[src/design/spiadc_pkg.sv]
`timescale 1ns / 1ps
// spiadc_pkg: types and constants for the serial converter sample sequencer.
// No dependencies; used by spi_adc_sample_sequencer_top.
package spiadc_pkg;

    localparam int SAMPLE_BITS = 16;
    localparam int BIT_CNT_W   = $clog2(SAMPLE_BITS + 1);
    localparam int CFG_DATA_W  = 16;
    localparam int CFG_INDEX_W = 2;

    typedef enum logic [CFG_INDEX_W-1:0] {
        CFG_SAMPLE_COUNT = 2'd0,
        CFG_GAP_TICKS    = 2'd1,
        CFG_HALF_PERIOD  = 2'd2,
        CFG_CONV_TICKS   = 2'd3
    } cfg_index_t;

    typedef enum logic [2:0] {
        PH_IDLE     = 3'd0,
        PH_PULSE    = 3'd1,
        PH_CONV     = 3'd2,
        PH_DUMMY_HI = 3'd3,
        PH_DUMMY_LO = 3'd4,
        PH_BIT_HI   = 3'd5,
        PH_BIT_LO   = 3'd6,
        PH_GAP      = 3'd7
    } phase_t;

    typedef struct packed {
        logic        cnv_level;
        logic        sck_level;
        logic        sdi_level;
        logic        sample_valid;
        logic [15:0] sample_value;
        logic [15:0] sample_index;
        logic        busy_res;
        logic        done_res;
        logic        success;
        logic [15:0] samples_taken;
    } res_t;

endpackage

[src/design/spi_adc_sample_sequencer_top.sv]
`timescale 1ns / 1ps
// spi_adc_sample_sequencer_top: pin-level sequencer for a serial converter.
// Depends on spiadc_pkg.
//
// Each input word is one timing tick (start request and the SDO level) and yields exactly one
// output word with the pin levels and status for that tick. The sequencer takes one word per
// clock cycle while in_stall is low; each result is registered in the output register, or in a
// second result stage that accepts one more word while a result waits downstream. The
// phase/counter update is combinational. The user must write the configuration registers through
// cfg_en/cfg_index/cfg_data only while idle; the block itself does not enforce this.
module spi_adc_sample_sequencer_top
(
    input  logic                                clk,
    input  logic                                rst_n,
    input  logic                                cfg_en,
    input  logic [spiadc_pkg::CFG_INDEX_W-1:0]  cfg_index,
    input  logic [spiadc_pkg::CFG_DATA_W-1:0]   cfg_data,
    input  logic                                in_valid,
    output logic                                in_stall,
    input  logic                                start_req,
    input  logic                                sdo_level,
    output logic                                out_valid,
    input  logic                                out_stall,
    output logic                                cnv_level,
    output logic                                sck_level,
    output logic                                sdi_level,
    output logic                                sample_valid,
    output logic [15:0]                         sample_value,
    output logic [15:0]                         sample_index,
    output logic                                busy_res,
    output logic                                done_res,
    output logic                                success,
    output logic [15:0]                         samples_taken
);

    logic [15:0] sample_count_reg;
    logic [15:0] gap_ticks_reg;
    logic [7:0]  half_period_reg;
    logic [7:0]  conv_ticks_reg;

    spiadc_pkg::phase_t                     phase_reg, phase_next;
    logic [15:0]                            tick_reg, tick_next;
    logic [spiadc_pkg::BIT_CNT_W-1:0]       bit_cnt_reg, bit_cnt_next;
    logic [15:0]                            smp_cnt_reg, smp_cnt_next;
    logic [spiadc_pkg::SAMPLE_BITS-1:0]     shift_reg, shift_next;
    logic                                   ok_reg, ok_next;

    spiadc_pkg::res_t res;
    spiadc_pkg::res_t out_word_reg;
    spiadc_pkg::res_t skid_word_reg;
    logic             out_valid_reg;
    logic             skid_valid_reg;

    logic                              in_fire;
    logic                              out_free;
    logic                              tick_zero;
    logic                              run_start;
    logic                              last_bit;
    logic                              count_done;
    logic [spiadc_pkg::BIT_CNT_W-1:0]  bit_inc;
    logic [15:0]                       half_m1;
    logic [15:0]                       conv_m1;
    logic [spiadc_pkg::SAMPLE_BITS-1:0] shift_in;

    assign in_stall  = skid_valid_reg;
    assign in_fire   = in_valid && !skid_valid_reg;
    assign out_free  = !out_valid_reg || !out_stall;

    assign tick_zero  = (tick_reg == 16'd0);
    assign run_start  = start_req && (sample_count_reg != 16'd0);
    assign bit_inc    = bit_cnt_reg + 1'b1;
    assign last_bit   = (bit_inc >= spiadc_pkg::BIT_CNT_W'(spiadc_pkg::SAMPLE_BITS));
    assign count_done = (smp_cnt_reg >= sample_count_reg);
    assign half_m1    = (half_period_reg == 8'd0) ? 16'd0 : {8'd0, half_period_reg - 8'd1};
    assign conv_m1    = (conv_ticks_reg == 8'd0) ? 16'd0 : {8'd0, conv_ticks_reg - 8'd1};
    assign shift_in   = {shift_reg[spiadc_pkg::SAMPLE_BITS-2:0], sdo_level};

    // next phase
    always_comb
    begin
        phase_next = phase_reg;
        unique case (phase_reg)
            spiadc_pkg::PH_IDLE:
            begin
                if (run_start)
                    phase_next = spiadc_pkg::PH_PULSE;
            end
            spiadc_pkg::PH_PULSE:    phase_next = spiadc_pkg::PH_CONV;
            spiadc_pkg::PH_CONV:
            begin
                if (tick_zero)
                    phase_next = sdo_level ? spiadc_pkg::PH_IDLE : spiadc_pkg::PH_DUMMY_HI;
            end
            spiadc_pkg::PH_DUMMY_HI: phase_next = spiadc_pkg::PH_DUMMY_LO;
            spiadc_pkg::PH_DUMMY_LO: phase_next = spiadc_pkg::PH_BIT_HI;
            spiadc_pkg::PH_BIT_HI:
            begin
                if (tick_zero)
                    phase_next = spiadc_pkg::PH_BIT_LO;
            end
            spiadc_pkg::PH_BIT_LO:
            begin
                if (tick_zero)
                    phase_next = last_bit ? spiadc_pkg::PH_GAP : spiadc_pkg::PH_BIT_HI;
            end
            spiadc_pkg::PH_GAP:
            begin
                if (tick_zero)
                    phase_next = count_done ? spiadc_pkg::PH_IDLE : spiadc_pkg::PH_PULSE;
            end
            default: phase_next = spiadc_pkg::PH_IDLE;
        endcase
    end

    // counters, shift word and output word
    always_comb
    begin
        tick_next         = tick_reg;
        bit_cnt_next      = bit_cnt_reg;
        smp_cnt_next      = smp_cnt_reg;
        shift_next        = shift_reg;
        ok_next           = ok_reg;
        // pin levels for the tick, from the phase entered
        res.cnv_level     = (phase_next != spiadc_pkg::PH_IDLE) &&
                            (phase_next != spiadc_pkg::PH_GAP);
        res.sck_level     = (phase_next == spiadc_pkg::PH_DUMMY_HI) ||
                            (phase_next == spiadc_pkg::PH_BIT_HI);
        res.sdi_level     = (phase_next == spiadc_pkg::PH_PULSE);
        res.busy_res      = (phase_next != spiadc_pkg::PH_IDLE);
        res.sample_valid  = 1'b0;
        res.sample_value  = 16'd0;
        res.sample_index  = 16'd0;
        res.done_res      = 1'b0;
        res.success       = 1'b0;
        res.samples_taken = 16'd0;
        unique case (phase_reg)
            spiadc_pkg::PH_IDLE:
            begin
                if (start_req)
                begin
                    if (sample_count_reg == 16'd0)
                        res.done_res = 1'b1;
                    else
                    begin
                        smp_cnt_next = 16'd0;
                        ok_next      = 1'b0;
                        shift_next   = '0;
                    end
                end
            end
            spiadc_pkg::PH_PULSE:
            begin
                tick_next = conv_m1;
            end
            spiadc_pkg::PH_CONV:
            begin
                if (!tick_zero)
                    tick_next = tick_reg - 16'd1;
                else if (sdo_level)
                begin
                    res.done_res      = 1'b1;
                    res.samples_taken = smp_cnt_reg;
                end
            end
            spiadc_pkg::PH_DUMMY_HI:
            begin
            end
            spiadc_pkg::PH_DUMMY_LO:
            begin
                bit_cnt_next = '0;
                shift_next   = shift_in;
                tick_next    = half_m1;
            end
            spiadc_pkg::PH_BIT_HI:
            begin
                tick_next = tick_zero ? half_m1 : tick_reg - 16'd1;
            end
            spiadc_pkg::PH_BIT_LO:
            begin
                if (!tick_zero)
                    tick_next = tick_reg - 16'd1;
                else
                begin
                    bit_cnt_next = bit_inc;
                    if (!last_bit)
                    begin
                        shift_next = shift_in;
                        tick_next  = half_m1;
                    end
                    else
                    begin
                        res.sample_valid = 1'b1;
                        res.sample_value = 16'(shift_reg);
                        res.sample_index = smp_cnt_reg;
                        smp_cnt_next     = smp_cnt_reg + 16'd1;
                        ok_next          = 1'b1;
                        tick_next        = gap_ticks_reg;
                    end
                end
            end
            spiadc_pkg::PH_GAP:
            begin
                if (!tick_zero)
                    tick_next = tick_reg - 16'd1;
                else if (count_done)
                begin
                    res.done_res      = 1'b1;
                    res.success       = ok_reg;
                    res.samples_taken = smp_cnt_reg;
                end
                else
                    shift_next = '0;
            end
            default:
            begin
            end
        endcase
    end

    always_ff @(posedge clk or negedge rst_n)
    begin
        if (!rst_n)
        begin
            sample_count_reg <= 16'd0;
            gap_ticks_reg    <= 16'd0;
            half_period_reg  <= 8'd2;
            conv_ticks_reg   <= 8'd2;
        end
        else if (cfg_en)
        begin
            unique case (spiadc_pkg::cfg_index_t'(cfg_index))
                spiadc_pkg::CFG_SAMPLE_COUNT: sample_count_reg <= cfg_data;
                spiadc_pkg::CFG_GAP_TICKS:    gap_ticks_reg    <= cfg_data;
                spiadc_pkg::CFG_HALF_PERIOD:  half_period_reg  <= cfg_data[7:0];
                spiadc_pkg::CFG_CONV_TICKS:   conv_ticks_reg   <= cfg_data[7:0];
                default:
                begin
                end
            endcase
        end
    end

    always_ff @(posedge clk or negedge rst_n)
    begin
        if (!rst_n)
        begin
            phase_reg   <= spiadc_pkg::PH_IDLE;
            tick_reg    <= 16'd0;
            bit_cnt_reg <= '0;
            smp_cnt_reg <= 16'd0;
            shift_reg   <= '0;
            ok_reg      <= 1'b0;
        end
        else if (in_fire)
        begin
            phase_reg   <= phase_next;
            tick_reg    <= tick_next;
            bit_cnt_reg <= bit_cnt_next;
            smp_cnt_reg <= smp_cnt_next;
            shift_reg   <= shift_next;
            ok_reg      <= ok_next;
        end
    end

    // output register plus skid stage
    always_ff @(posedge clk or negedge rst_n)
    begin
        if (!rst_n)
        begin
            out_valid_reg  <= 1'b0;
            skid_valid_reg <= 1'b0;
        end
        else
        begin
            if (out_free)
                out_valid_reg <= skid_valid_reg || in_fire;
            if (skid_valid_reg)
            begin
                if (out_valid_reg && !out_stall)
                    skid_valid_reg <= 1'b0;
            end
            else if (in_fire && !out_free)
                skid_valid_reg <= 1'b1;
        end
    end

    always_ff @(posedge clk)
    begin
        if (out_free)
        begin
            if (skid_valid_reg)
                out_word_reg <= skid_word_reg;
            else if (in_fire)
                out_word_reg <= res;
        end
        if (in_fire && !out_free)
            skid_word_reg <= res;
    end

    assign out_valid     = out_valid_reg;
    assign cnv_level     = out_word_reg.cnv_level;
    assign sck_level     = out_word_reg.sck_level;
    assign sdi_level     = out_word_reg.sdi_level;
    assign sample_valid  = out_word_reg.sample_valid;
    assign sample_value  = out_word_reg.sample_value;
    assign sample_index  = out_word_reg.sample_index;
    assign busy_res      = out_word_reg.busy_res;
    assign done_res      = out_word_reg.done_res;
    assign success       = out_word_reg.success;
    assign samples_taken = out_word_reg.samples_taken;

endmodule

[config.mk]
export PLATFORM = sky130hd
export DESIGN_NAME = spi_adc_sample_sequencer_top
export DESIGN_NICKNAME = d
export VERILOG_FILES = /design/src/design/spiadc_pkg.sv /design/src/design/spi_adc_sample_sequencer_top.sv
export SDC_FILE = /design/constraint.sdc
export NUM_CORES = 1
export LEC_CHECK = 0
export ABC_AREA = 1
export ABC_CLOCK_PERIOD_IN_PS = 3610
export BUFFER_PORTS_ARGS = -buffer_cell sky130_fd_sc_hd__buf_2
export CORE_MARGIN = 4
export CORE_UTILIZATION = 30
export DETAILED_ROUTE_END_ITERATION = 16
export PLACE_DENSITY = 0.49
export SYNTH_ARGS = -nofsm -noshare
export SYNTH_HDL_FRONTEND = slang
export SYNTH_SLANG_ARGS = --single-unit
[constraint.sdc]
create_clock -name clk -period 3.61 [get_ports clk]
set_input_delay 0.1805 -clock clk [delete_from_list [all_inputs] [get_ports clk]]
set_output_delay 0.1805 -clock clk [all_outputs]
set_load 0.01 [all_outputs]
==> key figures, run 1 <==
Floorplan
  • Initial core utilization: a little under a third
  • Row cnt: between 60 and 70
  • Die Y: approximately 200 um
  • Io pins: 82
  • Die X: a little under 200 um
  • CORE AREA: between 30,000 and 40,000 um2
  • Die area: about 39,000 um2

STA
  • Final Cycle Share: around two thirds
  • Fmax: 0.4145 GHz
  • Post-layout min period: around 2.4 ns
  • Rel. slew slack: between 20 and 30%
  • Hold Violations, Final: 0
  • Setup WS post-layout: approximately 1.2 ns
  • Setup TNS: 0 ns
  • Worst-Margin Slew: between 1 and 1.5 ns
  • Final Skew: approximately 0.021 ns
  • Unrepaired setup endpoints after global routing: false
  • Fin. max-slew vios: 0
  • Setup violations, final: 0

Pwr
  • PD cells: approximately 670 nW/um2
  • Pwr Total: between 8 and 9 mW
  • Leak Pwr: 5.522 nW
  • Worst vdd ir: 0.3413 mV

CTS
  • Clock-pin slew on the worst setup and hold paths: 0.06 ns
  • # H-tree levels: 1
  • CTS tree: built
  • Resized cells post-CTS: 0
  • Num CTS Buffers: 26
  • Clk Latency, worst-skew pair: about 0.53 ns
  • # hold bufs at CTS: 12
  • Root buf cell: clkbuf_16
  • Clk sink count: 217
  • CTS Buffer Depth: 3
  • Setup Fix Bufs, Post-CTS: 0

Place
  • Placed Area: between 10,000 and 15,000 um2
  • Placed cells: ~1,700
  • Port Buffers: just over 80
  • Worst slack at placement: around 1.2 ns
  • Final HPWL DP: around 18 mm
  • GP Congestion: around 0.84

Setup path
  • CP arrival: approximately 2.9 ns
  • CP peak stage delay: between 0.3 and 0.4 ns
  • R2R depth: 12
  • Critical Path Sink: tick_reg[4]$_DFFE_PN0P_
  • R2r setup slk: between 1 and 1.5 ns
  • CP Class: reg -> reg
  • Crit path capture type: register
  • Top fanout value on the critical path: 19
  • CP dominant cell by count: inv_1
  • RR Endpoint: tick_reg[4]$_DFFE_PN0P_
  • Critical Path RT: between 4 and 5 ns
  • CP Cell Sequence: inv_1 > ha_1 > nand2_4 > nor2_4 > nand3_4 > clkinv_2 > nand2_1 > nand2_2 > inv_1 > o21ai_0 > nor2_1 > a21oi_1
  • CP startpoint kind: register
  • Worst r2r src: tick_reg[0]$_DFFE_PN0P_
  • Setup crit start: tick_reg[0]$_DFFE_PN0P_
  • Slowest-stage cell, CP: dfrtp_1

Routing
  • WL final: around 26 mm
  • DR vias/cell: 4.526
  • Final ANT Viol Nets: 0
  • # DRC: 0
  • Routed WL per cell: about 15 um
  • Pre-antenna DRT Iters: 5
  • DR iter-0 viols: ~500
  • Vias: approximately 7,900

Final layout
  • Design area: 12,510 um2
  • Share of cells above drive strength 1: around 14%
  • Nets: between 1,000 and 1,500
  • Fin cells: around 1,800
  • ANT cells: 0
  • Filler cells: ~3,600
  • Area Growth Syn to Fin: 17.21%
  • Max reg flops: 55

GRT
  • Overflow after GRT: 0
  • GR peak layer: met2
  • Routing usage on met3: approximately 2.1%
  • First-pass GRT wire length: 41.97 mm
  • Pin count of the biggest net entering global routing: between 60 and 70
  • Vias in the first global route: 7,750
  • Met1 Usage GRT: around a fifth
  • Initial antenna violation count: 0
  • Total track usage: a little over an eighth
  • Met2 GRT Util: roughly a fifth

Yosys
  • Top post-synthesis cells by area: edfxtp_1, dfrtp_1, nand2_1, nor2_1, inv_1
  • Sequential share of the synthesized area: between 50% and 60%
  • Synth unique cells: between 40 and 50
  • Ys async rst share: between 40% and 50%
  • Post-synth EDFFs: 110
  • Most instantiated cells after synthesis: nand2_1, nor2_1, inv_1
  • Post-Synthesis Cells: approximately 1,200
  • Total of warnings raised by yosys: 0
  • Cell taking the most area after synthesis: edfxtp_1
  • Syn_area_per_cell: about 9.0 um2
  • FF+latch count, synth: approximately 220
  • Synth top area share: between 30% and 40%
  • Prevailing post-synth register cell: edfxtp_1
  • Count leader, synth: nand2_1
  • Mapped cell area: 10,670 um2
  • Mapped Nets: roughly 1,200

Worst hold path
  • HP Class: in -> reg

Flow run
  • Maxcap violations: 0

Outcome
  • Status: finished clean
-- critical path, delay by kind of cell, from the launching register on --
| family | cells | cell delay (ns) |
|---|---|---|
| AND/OR/NAND/NOR | 6 | 0.84 |
| adder cells (fa/ha/maj) | 1 | 0.30 |
| flip-flops | 1 | 0.38 |
| buffers and inverters | 3 | 0.53 |
| AO/OA/AOI/OAI | 2 | 0.31 |
-- per-stage QoR --
step / util (%) / hold slack, ns
after floorplan: - / -0.1151
after global placement: 33.10 / 0.3447
after detailed placement: 33.10 / 0.3463
after CTS: 35.94 / 0.008183
after global routing: 35.94 / 0.03531
final: 35.94 / 0.02097
-- layout by cell type, fill, tap and decap left out, types with 7 or more instances in the layout --
cell	n
a21oi_1	20
a22oi_1	7
buf_2	80
clkbuf_1	7
clkbuf_16	27
clkinv_2	7
dfrtp_1	104
dlygate4sd3_1	12
edfxtp_1	110
ha_1	22
inv_1	127
inv_2	7
nand2_1	318
nand3_1	46
nand4_1	11
nor2_1	158
nor2_4	7
nor3_1	24
nor3_2	9
o21ai_0	82
o21ai_1	15
xnor2_1	7
xor2_1	28
-- layer usage --
| metal | share of wire [%] | wire, um | vias up |
|---|---|---|---|
| met5 | 0 | 0 | - |
| met4 | 1.1 | 280 | 0 |
| met3 | 4.7 | 1193 | 22 |
| met2 | 43 | 11000 | 148 |
| met1 | 51 | 13030 | 3733 |
| li1 | - | - | 4041 |
-- how the worst min path moves through the flow --
stage          cells past startpoint                                to  slack, ns          from
2_1_floorplan                      0        bit_cnt_reg[0]$_DFFE_PN0P_      -0.12         rst_n
3_3_place_gp                       1     conv_ticks_reg[0]$_DFFE_PN0P_       0.34         rst_n
3_5_place_dp                       1     conv_ticks_reg[7]$_DFFE_PN0P_       0.35         rst_n
4_1_cts                            3  sample_count_reg[15]$_DFFE_PN0P_      0.008  cfg_data[15]
5_1_grt                            4          shift_reg[0]$_DFFE_PN0P_       0.04     sdo_level
6_report                           3  sample_count_reg[11]$_DFFE_PN0P_       0.02  cfg_data[11]
-- power by group --
part,switching (mW),internal [mW],leakage (nW)
clock,1.02,1.60,0.426
sequential,0.323,3.07,2.44
combinational,1.67,0.728,2.65
total,3.01,5.40,5.52
-- cells by family (layout without fill, tap and decap cells) --
kind of cell / after synthesis / in the layout / share of synthesized area, %
DFF: 217 / 217 / 56.07
buffers and inverters: 177 / 285 / 6.753
xor gates and xnor gates: 35 / 35 / 2.873
AOI/OAI and AO/OA: 135 / 135 / 6.847
muxes: 1 / 1 / 0.1055
and+or+nand+nor: 605 / 605 / 24.77
adders and majority gates: 22 / 22 / 2.579
-- final cells by class --
type	count	area (um2)	share of cell area, %
clock buffer	38	757.0	6.052
clock inverter	10	112.6	0.9003
inverter	138	523.0	4.181
multi-input combinational	798	3976	31.79
sequential	217	5984	47.84
tap	455	569.3	4.551
timing repair buffer	99	585.6	4.681
Note: power is estimated with default switching activity, not from simulation.
==> run 2, diff against run 1 <==
--- a/config.mk
+++ b/config.mk
@@ -6,12 +6,12 @@
 export NUM_CORES = 1
 export LEC_CHECK = 0
 export ABC_AREA = 1
-export ABC_CLOCK_PERIOD_IN_PS = 3610
+export ABC_CLOCK_PERIOD_IN_PS = 2250
 export BUFFER_PORTS_ARGS = -buffer_cell sky130_fd_sc_hd__buf_2
 export CORE_MARGIN = 4
 export CORE_UTILIZATION = 30
 export DETAILED_ROUTE_END_ITERATION = 16
-export PLACE_DENSITY = 0.49
+export PLACE_DENSITY = 0.48
 export SYNTH_ARGS = -nofsm -noshare
 export SYNTH_HDL_FRONTEND = slang
 export SYNTH_SLANG_ARGS = --single-unit
==> constraint.sdc (replaced) <==
create_clock -name clk -period 2.25 [get_ports clk]
set_input_delay 0.1125 -clock clk [delete_from_list [all_inputs] [get_ports clk]]
set_output_delay 0.1125 -clock clk [all_outputs]
set_load 0.01 [all_outputs]
==> key figures, run 2 (synthesized netlist as in run 1, its figures left out) <==
Outcome
  • Status: finished clean

Pwr
  • Gate power share: 33.4% (+4.9 points)
  • Clock network power share: 27.9% (-3.2 points)
  • Power Internal: 8.851 mW (+64%)
  • Switch Pwr: 5.198 mW (+72%)
  • Leak Pwr: 5.892 nW (+6.7%)
  • Worst vdd ir: 0.6382 mV (+87%)
  • Sequential power share: 38.7% (-1.7 points)
  • Pwr Total: 14.05 mW (+67%)
  • Sw Ratio: 37.00% (+1.2 points)
  • PD cells: 1054 nW/um2 (+57%)

Floorplan
  • CORE AREA: 34,800 um2 (unchanged)
  • Die area: 38,650 um2 (unchanged)
  • Row cnt: 68 (unchanged)
  • Die Y: 196.6 um (unchanged)
  • Io pins: 82 (unchanged)
  • Die X: 196.6 um (unchanged)
  • Initial core utilization: 30.67% (unchanged)

Routing
  • DR vias/cell: 4.521 (-0.11%)
  • DR iter-0 viols: 470 (-8.4%)
  • Vias: 8,238 (+3.7%)
  • Pre-antenna DRT Iters: 6 (+1)
  • # DRC: 0 (unchanged)
  • WL final: 26.43 mm (+3.6%)
  • Final ANT Viol Nets: 0 (unchanged)
  • Routed WL per cell: 14.51 um (-0.19%)

Final layout
  • Register area: 5989 um2 (about the same)
  • Nets: 1,394 (+5.0%)
  • Fin cells: 1,822 (+3.8%)
  • Commonest non-fill, non-tap cells in the layout: nand2_1, nor2_1, inv_1, edfxtp_1, dfrtp_1
  • Filler cells: 3,542 (-1.6%)
  • Share of cells above drive strength 1: 20.85% (+6.6 points)
  • Multi-input logic area: 4239 um2 (+6.6%)
  • Area Growth Syn to Fin: 24.86%
  • Max reg flops: 55 (unchanged)
  • Commonest non-fill, non-tap cell in the layout: nand2_1
  • Layout Utilization: 38.29% (+2.3 points)
  • ANT cells: 0 (unchanged)

CTS
  • Clk Latency, worst-skew pair: 0.53 ns (about the same)
  • Num CTS Buffers: 26 (unchanged)
  • # H-tree levels: 1 (unchanged)
  • Clk sink count: 217 (unchanged)
  • CTS tree: built
  • Clock-pin slew on the worst setup and hold paths: 0.06 ns (about the same)
  • Root buf cell: clkbuf_16
  • CTS Buffer Depth: 3 (unchanged)

STA
  • Setup TNS: 0 ns (unchanged)
  • Post-layout min period: 2.189 ns (-0.2234 ns)
  • Final Skew: 0.01153 ns (-0.009913 ns)
  • Fmax: 0.4568 GHz (+10%)
  • Unrepaired setup endpoints after global routing: true
  • Fin. max-slew vios: 0 (unchanged)
  • Worst-Margin Slew: 0.6357 ns (-0.4192 ns)
  • Setup violations, final: 0 (unchanged)
  • Final Cycle Share: 97.30% (+30 points)
  • Hold Violations, Final: 0 (unchanged)
  • Rel. slew slack: 57.62% (+28 points)

Setup path
  • CP dominant cell by count: nand2_4
  • R2r setup slk: 0.06 ns (-1.14 ns)
  • Critical Path RT: 2.63 ns (-1.43 ns)
  • CP startpoint kind: register
  • CP Cell Sequence: ha_4 > nand4_1 > nor2_2 > nor2_2 > nand2_2 > nand2_4 > nand2_4 > nand3_4 > nand2_4 > clkinv_8 > buf_12 > nor3_4 > nor2_1 > nor2_1
  • CP arrival: 2.57 ns (-0.30 ns)
  • CP peak stage delay: 0.43 ns (+0.05 ns)
  • CP Class: reg -> reg
  • Crit path capture type: register
  • Top fanout value on the critical path: 8 (-11)
  • Slowest-stage cell, CP: dfrtp_1

Place
  • Placed cells: 1,732 (+2.2%)
  • Port Buffers: 81 (unchanged)
  • GP Congestion: 0.8355 (-1.1%)
  • Final HPWL DP: 18.17 mm (+2.9%)

GRT
  • Total track usage: 13.42% (+0.37 points)
  • Vias in the first global route: 7,960 (+2.7%)
  • Pin count of the biggest net entering global routing: 60 (-1.6%)
  • Initial antenna violation count: 0 (unchanged)
  • First-pass GRT wire length: 42.94 mm (+2.3%)
  • Overflow after GRT: 0 (unchanged)

Flow run
  • Maxcap violations: 0 (unchanged)

Worst hold path
  • HP Class: in -> async
[run 2: final cells by class]
cell class / count / area share (%)
Tap cell: 455 / 4.273
Clock inverter: 17 / 0.9672
Clock buffer: 31 / 5.024
Multi-Input combinational cell: 799 / 31.82
Timing Repair Buffer: 165 / 8.949
Sequential cell: 217 / 44.95
Inverter: 138 / 4.019
[run 2: worst max-delay path: cells and delay by family, from the launching register on]
family	cells	cell delay [ns]
adders and majority gates	1	0.30
DFF	1	0.43
buffers and inverters	2	0.23
and+or+nand+nor	11	1.06
[run 2: power groups by stage]
stage	combinational (mW)	clock, mW	sequential (mW)
floorplan	2.80	0	5.45
global placement	4.17	0	5.46
detailed placement	4.21	0	5.47
CTS	4.28	4.05	5.40
global route	5.28	4.23	5.52
finish	4.70	3.92	5.43
[run 2: timing repair]
action,CTS,global route
endpoints found under the hold margin,125,0
pin swaps,0,20
hold buffers,22,0
gates cloned,1,0
endpoints found under the setup margin,4,78
resized for setup,1,68
setup buffers,0,19
[run 2: metal layers]
metal	track usage [%]	up-vias	share of wire, %
met1	20.27	3843	50
met5	0	-	0
li1	-	4186	-
met3	1.915	31	4.8
met2	20.57	178	44
met4	2.953	0	1.6
[run 2: path summary, 6_finish.rpt]
kind	start	endpoint	depth (start not counted)
setup reg to reg	smp_cnt_reg[3]$_DFFE_PN0P_	samples_taken[1]$_DFFE_PP_	14
min in group clk	cfg_en	sample_count_reg[0]$_DFFE_PN0P_	5
setup / recovery	smp_cnt_reg[3]$_DFFE_PN0P_	samples_taken[1]$_DFFE_PP_	14
hold / removal	rst_n	gap_ticks_reg[0]$_DFFE_PN0P_	2
max in group asynchronous	rst_n	in_stall$_DFF_PN0_	3
hold reg to reg	shift_reg[7]$_DFFE_PN0P_	shift_reg[7]$_DFFE_PN0P_	2
[run 2: stage by stage]
stage | cell area (um2) | hold WS (ns) | setup slack [ns]
after global placement | 11850 | 0.1206 | 0.03961
after floorplan | 10680 | -0.1831 | 0.08811
after CTS | 12880 | 0.1124 | 0.001561
after detailed placement | 11850 | 0.1225 | -0.02110
final | 13320 | 0.09983 | 0.06068
after global routing | 13320 | 0.1566 | -0.06049
